[config.mk]
export PLATFORM = sky130hd
export DESIGN_NAME = dpb_div
export DESIGN_NICKNAME = d
export VERILOG_FILES = /design/src/rtl/dpb_pkg.sv /design/src/rtl/dpb_div.sv
export SDC_FILE = /design/constraint.sdc
export NUM_CORES = 2
export LEC_CHECK = 0
export ABC_AREA = 1
export ABC_CLOCK_PERIOD_IN_PS = 3000
export BUFFER_PORTS_ARGS = -buffer_cell sky130_fd_sc_hd__buf_2
export CORE_AREA = 5 5 372 374
export DETAILED_ROUTE_END_ITERATION = 16
export DIE_AREA = 0 0 377 379
export PLACE_DENSITY_LB_ADDON = 0.12
export SLEW_MARGIN = 20
export SYNTH_ARGS = -nofsm -noshare
export SYNTH_HDL_FRONTEND = slang
export SYNTH_SLANG_ARGS = --single-unit
export TNS_END_PERCENT = 100
[constraint.sdc]
create_clock -name clk -period 3 [get_ports clk]
set_input_delay 0.6 -clock clk [delete_from_list [all_inputs] [get_ports clk]]
set_output_delay 0.6 -clock clk [all_outputs]
set_load 0.02 [all_outputs]
[src/rtl/dpb_pkg.sv]
// Package for the depth pixel back-projection block.
// Holds register indexes, reset values, arithmetic constants and the side-band packet type.
// No dependencies; used by dpb_div, depth_pixel_backprojection and the testbench.
`timescale 1ns / 1ps
`default_nettype none

package dpb_pkg;

    // Configuration register indexes.
    localparam logic [2:0] REG_WIN_LO    = 3'd0;
    localparam logic [2:0] REG_WIN_HI    = 3'd1;
    localparam logic [2:0] REG_PP_COL    = 3'd2;
    localparam logic [2:0] REG_PP_ROW    = 3'd3;
    localparam logic [2:0] REG_FOCAL_PX  = 3'd4;
    localparam logic [2:0] REG_RADIUS_MM = 3'd5;

    localparam int CFG_ADDR_W = 3;
    localparam int CFG_DATA_W = 16;

    // Reset values of the registers.
    localparam logic [15:0] RST_WIN_LO    = 16'd0;
    localparam logic [15:0] RST_WIN_HI    = 16'd2000;
    localparam logic [11:0] RST_PP_COL    = 12'd320;
    localparam logic [11:0] RST_PP_ROW    = 12'd240;
    localparam logic [11:0] RST_FOCAL_PX  = 12'd528;
    localparam logic [7:0]  RST_RADIUS_MM = 8'd25;

    // Pi as a ratio of integers.
    localparam logic [14:0] PI_NUM = 15'd31415;
    localparam logic [13:0] PI_DEN = 14'd10000;

    // Quotient bits produced by every divider, one per pipeline stage.
    localparam int QUO_W = 34;

    // Divisor widths of the dividers; the x and y dividers share POS_DEN_W.
    localparam int POS_DEN_W = 13;
    localparam int RAD_DEN_W = 17;
    localparam int DNS_DEN_W = 55;

    // Side-band information that travels alongside the dividers.
    typedef struct packed {
        logic        acc;
        logic        neg_x;
        logic        neg_y;
        logic        sat;
        logic [15:0] depth;
        logic [7:0]  red;
        logic [7:0]  green;
        logic [7:0]  blue;
    } pkt_t;

endpackage

`default_nettype wire

[src/rtl/dpb_div.sv]
// Pipelined restoring divider, one quotient bit per register stage.
// Depends on dpb_pkg for nothing but style; parameters set all widths.
`timescale 1ns / 1ps
`default_nettype none

module dpb_div
    import dpb_pkg::*;
#(
    parameter int DEN_W = 16,
    parameter int Q_W   = 34
)
(
    input  wire logic             clk,
    input  wire logic [DEN_W-1:0] rem_in,
    input  wire logic [Q_W-1:0]   num_in,
    input  wire logic [DEN_W-1:0] den_in,
    output logic      [Q_W-1:0]   quo
);

    // The starting remainder must be below the divisor.
    logic [DEN_W-1:0] rem_reg [Q_W];
    logic [Q_W-1:0]   num_reg [Q_W];
    logic [DEN_W-1:0] den_reg [Q_W];
    logic [Q_W-1:0]   quo_reg [Q_W];

    genvar k;
    generate
        for (k = 0; k < Q_W; k++) begin : g_stage
            logic [DEN_W-1:0] cur_rem;
            logic [Q_W-1:0]   cur_num;
            logic [DEN_W-1:0] cur_den;
            logic [Q_W-1:0]   cur_quo;
            logic [DEN_W:0]   trial;
            logic [DEN_W:0]   diff;
            logic             fits;

            if (k == 0) begin : g_first
                assign cur_rem = rem_in;
                assign cur_num = num_in;
                assign cur_den = den_in;
                assign cur_quo = '0;
            end
            else begin : g_next
                assign cur_rem = rem_reg[k-1];
                assign cur_num = num_reg[k-1];
                assign cur_den = den_reg[k-1];
                assign cur_quo = quo_reg[k-1];
            end

            assign trial = {cur_rem, cur_num[Q_W-1]};
            assign diff  = trial - {1'b0, cur_den};
            assign fits  = (trial >= {1'b0, cur_den});

            always_ff @(posedge clk)
            begin
                rem_reg[k] <= fits ? diff[DEN_W-1:0] : trial[DEN_W-1:0];
                num_reg[k] <= {cur_num[Q_W-2:0], 1'b0};
                den_reg[k] <= cur_den;
                quo_reg[k] <= {cur_quo[Q_W-2:0], fits};
            end
        end
    endgenerate

    assign quo = quo_reg[Q_W-1];

endmodule

`default_nettype wire

==> flow_metrics.py <==
metrics = {
    "floorplan": {
        "dieArea_sq_mm": 0.143,
        "initial_core_util_pct": 66.4,
        "die_h_um": 379,
        "ios": 101,
        "die_w_um": 377,
        "core_sq_mm": 0.135,
        "num_rows": 135,
    },
    "hold_path": {
        "min_path_type": "in -> reg",
    },
    "synth": {
        "ys_seq_area_share_pct": 49.5,
        "ys_warn_count": 0,
        "synthCells": 11500,
        "synth.area.mux_share_pct": 0,
        "synth_simple_gate_area_share_pct": 28.0,
        "synth_fa_ha_area_share_pct": 8.35,
        "synth_top_family_by_area": "simple AND/OR/NAND/NOR gates",
        "synth_top_area_share_pct": 49.5,
        "yosysUniqueCellTypes": 42,
        "mappedNetlistArea_sq_mm": 0.0894,
        "synth_area_leaders": "dfxtp_1 (50%), nand2_1 (17%), inv_1 (8.8%), ha_1 (7.6%), nand3_1 (4.8%)",
        "synth_xor_area_share_pct": 1.95,
        "synth_compound_area_share_pct": 2.25,
        "ys_seq_elements": 2212,
        "avgSynthCellArea_sq_um": 7.80,
        "yosys.area.top_type": "dfxtp_1",
        "synth_fp_nets": 12100,
    },
    "grt": {
        "grt_pass1_vias": 66600,
        "grt_pass1_wl_um": 336000,
        "antenna_found_initial": 1,
        "grt_use_total_pct": 28.7,
        "overflow": 0,
        "grt_max_degree": 21,
    },
    "power": {
        "powerDensity_mw_per_mm2": 1180,
        "p_sw_mw": 47.2,
        "ir_drop_v": 0.00111,
        "p_int_mw": 69.6,
        "p_sw_share_pct": 40.4,
        "p_clk_share_pct": 22.8,
        "p_leak_nw": 54.8,
        "p_comb_share_pct": 40.6,
        "pwr-share-seq_pct": 36.6,
    },
    "sta": {
        "max_slew.worst_pin.slew_ns": 0.579,
        "fmax_mhz": 377,
        "clock_skew_ns": 0.0606,
        "setup_violations": 0,
        "period_share_pct": 88.3,
        "tns_ns": 0,
        "slew_violations": 0,
        "slew-limit-headroom_pct": 61.4,
        "fin_crit_ns": 2.65,
        "finalHoldViolCount": 0,
        "rsz0062_at_grt": "no",
    },
    "cts": {
        "clk_pin_slew_worst_paths_ns": 0.06,
        "post_cts_resized": 0,
        "htree_levels": 4,
        "cts_buffers": 203,
        "clk_path_buf_depth": 3,
        "insertion_delay_ns": 0.86,
        "clkSinkCount": 2212,
        "cts_tree": "yes",
        "root_buffer": "clkbuf_16",
    },
    "cells_and_area": {
        "nFillCells": 10300,
        "largest_reg_flops": 595,
        "final_util_pct": 73.5,
        "drive_above_1_share_pct": 5.99,
        "stdcell_area_sq_mm": 0.0990,
        "area_growth_pct": 10.7,
        "layout_commonest_cell": "nand2_1",
        "final_cell_mix": "nand2_1 (4054), dfxtp_1 (2212), inv_1 (2094)",
        "nNetsFinal": 12400,
    },
    "route": {
        "drtIter0Drc": 5517,
        "via_per_inst": 5.08,
        "totalWireLength_um": 208000,
        "wl_per_cell_um": 15.2,
        "drtPass1Iterations": 6,
        "dr_total_vias": 69500,
        "drtAntennaViolNets": 0,
        "drcViolationCount": 0,
    },
    "setup_path": {
        "end_kind": "register",
        "cp_max_fo": 20,
        "worstSetupPathType": "reg -> reg",
        "startpoint_type": "register",
        "cp.arrival_ns": 3.42,
        "required_ns": 3.77,
    },
    "outcome": {
        "status": "finished, final reports clean",
    },
    "flow_run": {
        "drv_cap": 0,
    },
    "placed_design": {
        "hpwl_um": 154000,
        "placed_area_sq_mm": 0.0914,
        "place.gp.congestion": 0.943,
        "io_buffers": 100,
    },
}
## kinds of logic (layout without fill, tap and decap cells)
group | after synthesis | count (layout)
and+or+nand+nor | 5886 | 5886
buffers and inverters | 2226 | 2658
DFF | 2212 | 2212
adders and majority gates | 577 | 577
AOI/OAI and AO/OA | 370 | 370
xor gates and xnor gates | 199 | 199
other | 0 | 1
## metal layers
layer	GRT usage [%]	vias up	routed length, um
met3	3.76	456	12400
met2	48.2	2197	96100
met5	0	-	0
li1	-	35400	-
met4	8.84	0	6120
met1	38.8	31400	93500
## critical path, stage by stage, from the launching register on
cell     delay [ns]
dfxtp_1        0.39
inv_1          0.08
ha_1           0.41
nand2_1        0.12
nand2_1        0.05
nand2_1        0.08
nand2_1        0.06
nand2_1        0.11
nand3_2        0.09
nand2_1        0.08
nand2_2        0.27
inv_1          0.53
nand2_1        0.18
nand2_1        0.11
## cells in the mapped netlist
library cell     n
nand2_1       4054
dfxtp_1       2212
inv_1         2094
nand3_1        864
ha_1           544
nor2_1         419
a21oi_1        296
xor2_1         150
nand4_1        142
nor3_1          91
nand3b_1        72
nand2_2         68
xnor2_1         49
buf_2           43
buf_6           38
fa_1            33
nand2_4         28
nor2_4          28
o21a_1          27
and2_1          25
nand3_2         25
or2_2           25
buf_4           22
o21bai_1        20
o21ai_0         15
inv_2           13
nor2_2          13
and3_1          11
clkbuf_2        10
nor4_2           7
o21ai_2          6
buf_12           5
nand3_4          4
nor3_2           4
a21boi_2         3
nor3b_2          3
or2_1            2
a21boi_1         1
a21o_1           1
buf_8            1
nor3b_1          1
o21ai_1          1
## timing repair
action                                 in CTS  in global routing
buffers inserted                            0                  0
hold buffers                               49                  0
endpoints found under the hold margin      49                  0
## area by class of cell
cell class,instances,area [sq um],area share [%]
Sequential cell,2212,44300,44.7
Inverter,2107,7910,7.99
Tap cell,1781,2230,2.25
Multi-Input combinational cell,7032,36200,36.6
Antenna cell,1,2.50,0.00253
Clock inverter,119,1460,1.48
Clock buffer,255,5650,5.70
Timing Repair Buffer,177,1200,1.21
## path summary, 6_finish.rpt
kind	cells past startpoint	slack [ns]	start	end
worst min-delay path	3	0.05	num_in[33]	rem_reg[0][0]
worst max-delay path	13	0.35	den_reg[9][2]	rem_reg[10][3]
worst min register to register	0	0.29	quo_reg[8][2]	quo_reg[9][3]
worst max register to register	13	0.35	den_reg[9][2]	rem_reg[10][3]
## through the flow
step                power [mW]  hold slack [ns]  setup slack (ns)  cells
detailed placement        89.1            0.312             0.526  13300
finish                     117           0.0498             0.350  13700
global placement          88.0            0.310             0.549  13300
floorplan                 77.9            0.310              1.05  11500
global route               126           0.0383             0.261  13700
CTS                        117          0.00146             0.449  13700
## power groups by stage
stage,Sequential [mW],Clock (mW),Combinational (mW)
final,42.8,26.7,47.4
after floorplan,41.2,0,36.7
after global placement,43.0,0,45.0
after global routing,43.4,28.4,53.9
after CTS,42.8,27.1,46.7
after detailed placement,43.1,0,46.0
No activity file was read; power rests on OpenSTA's default activity.
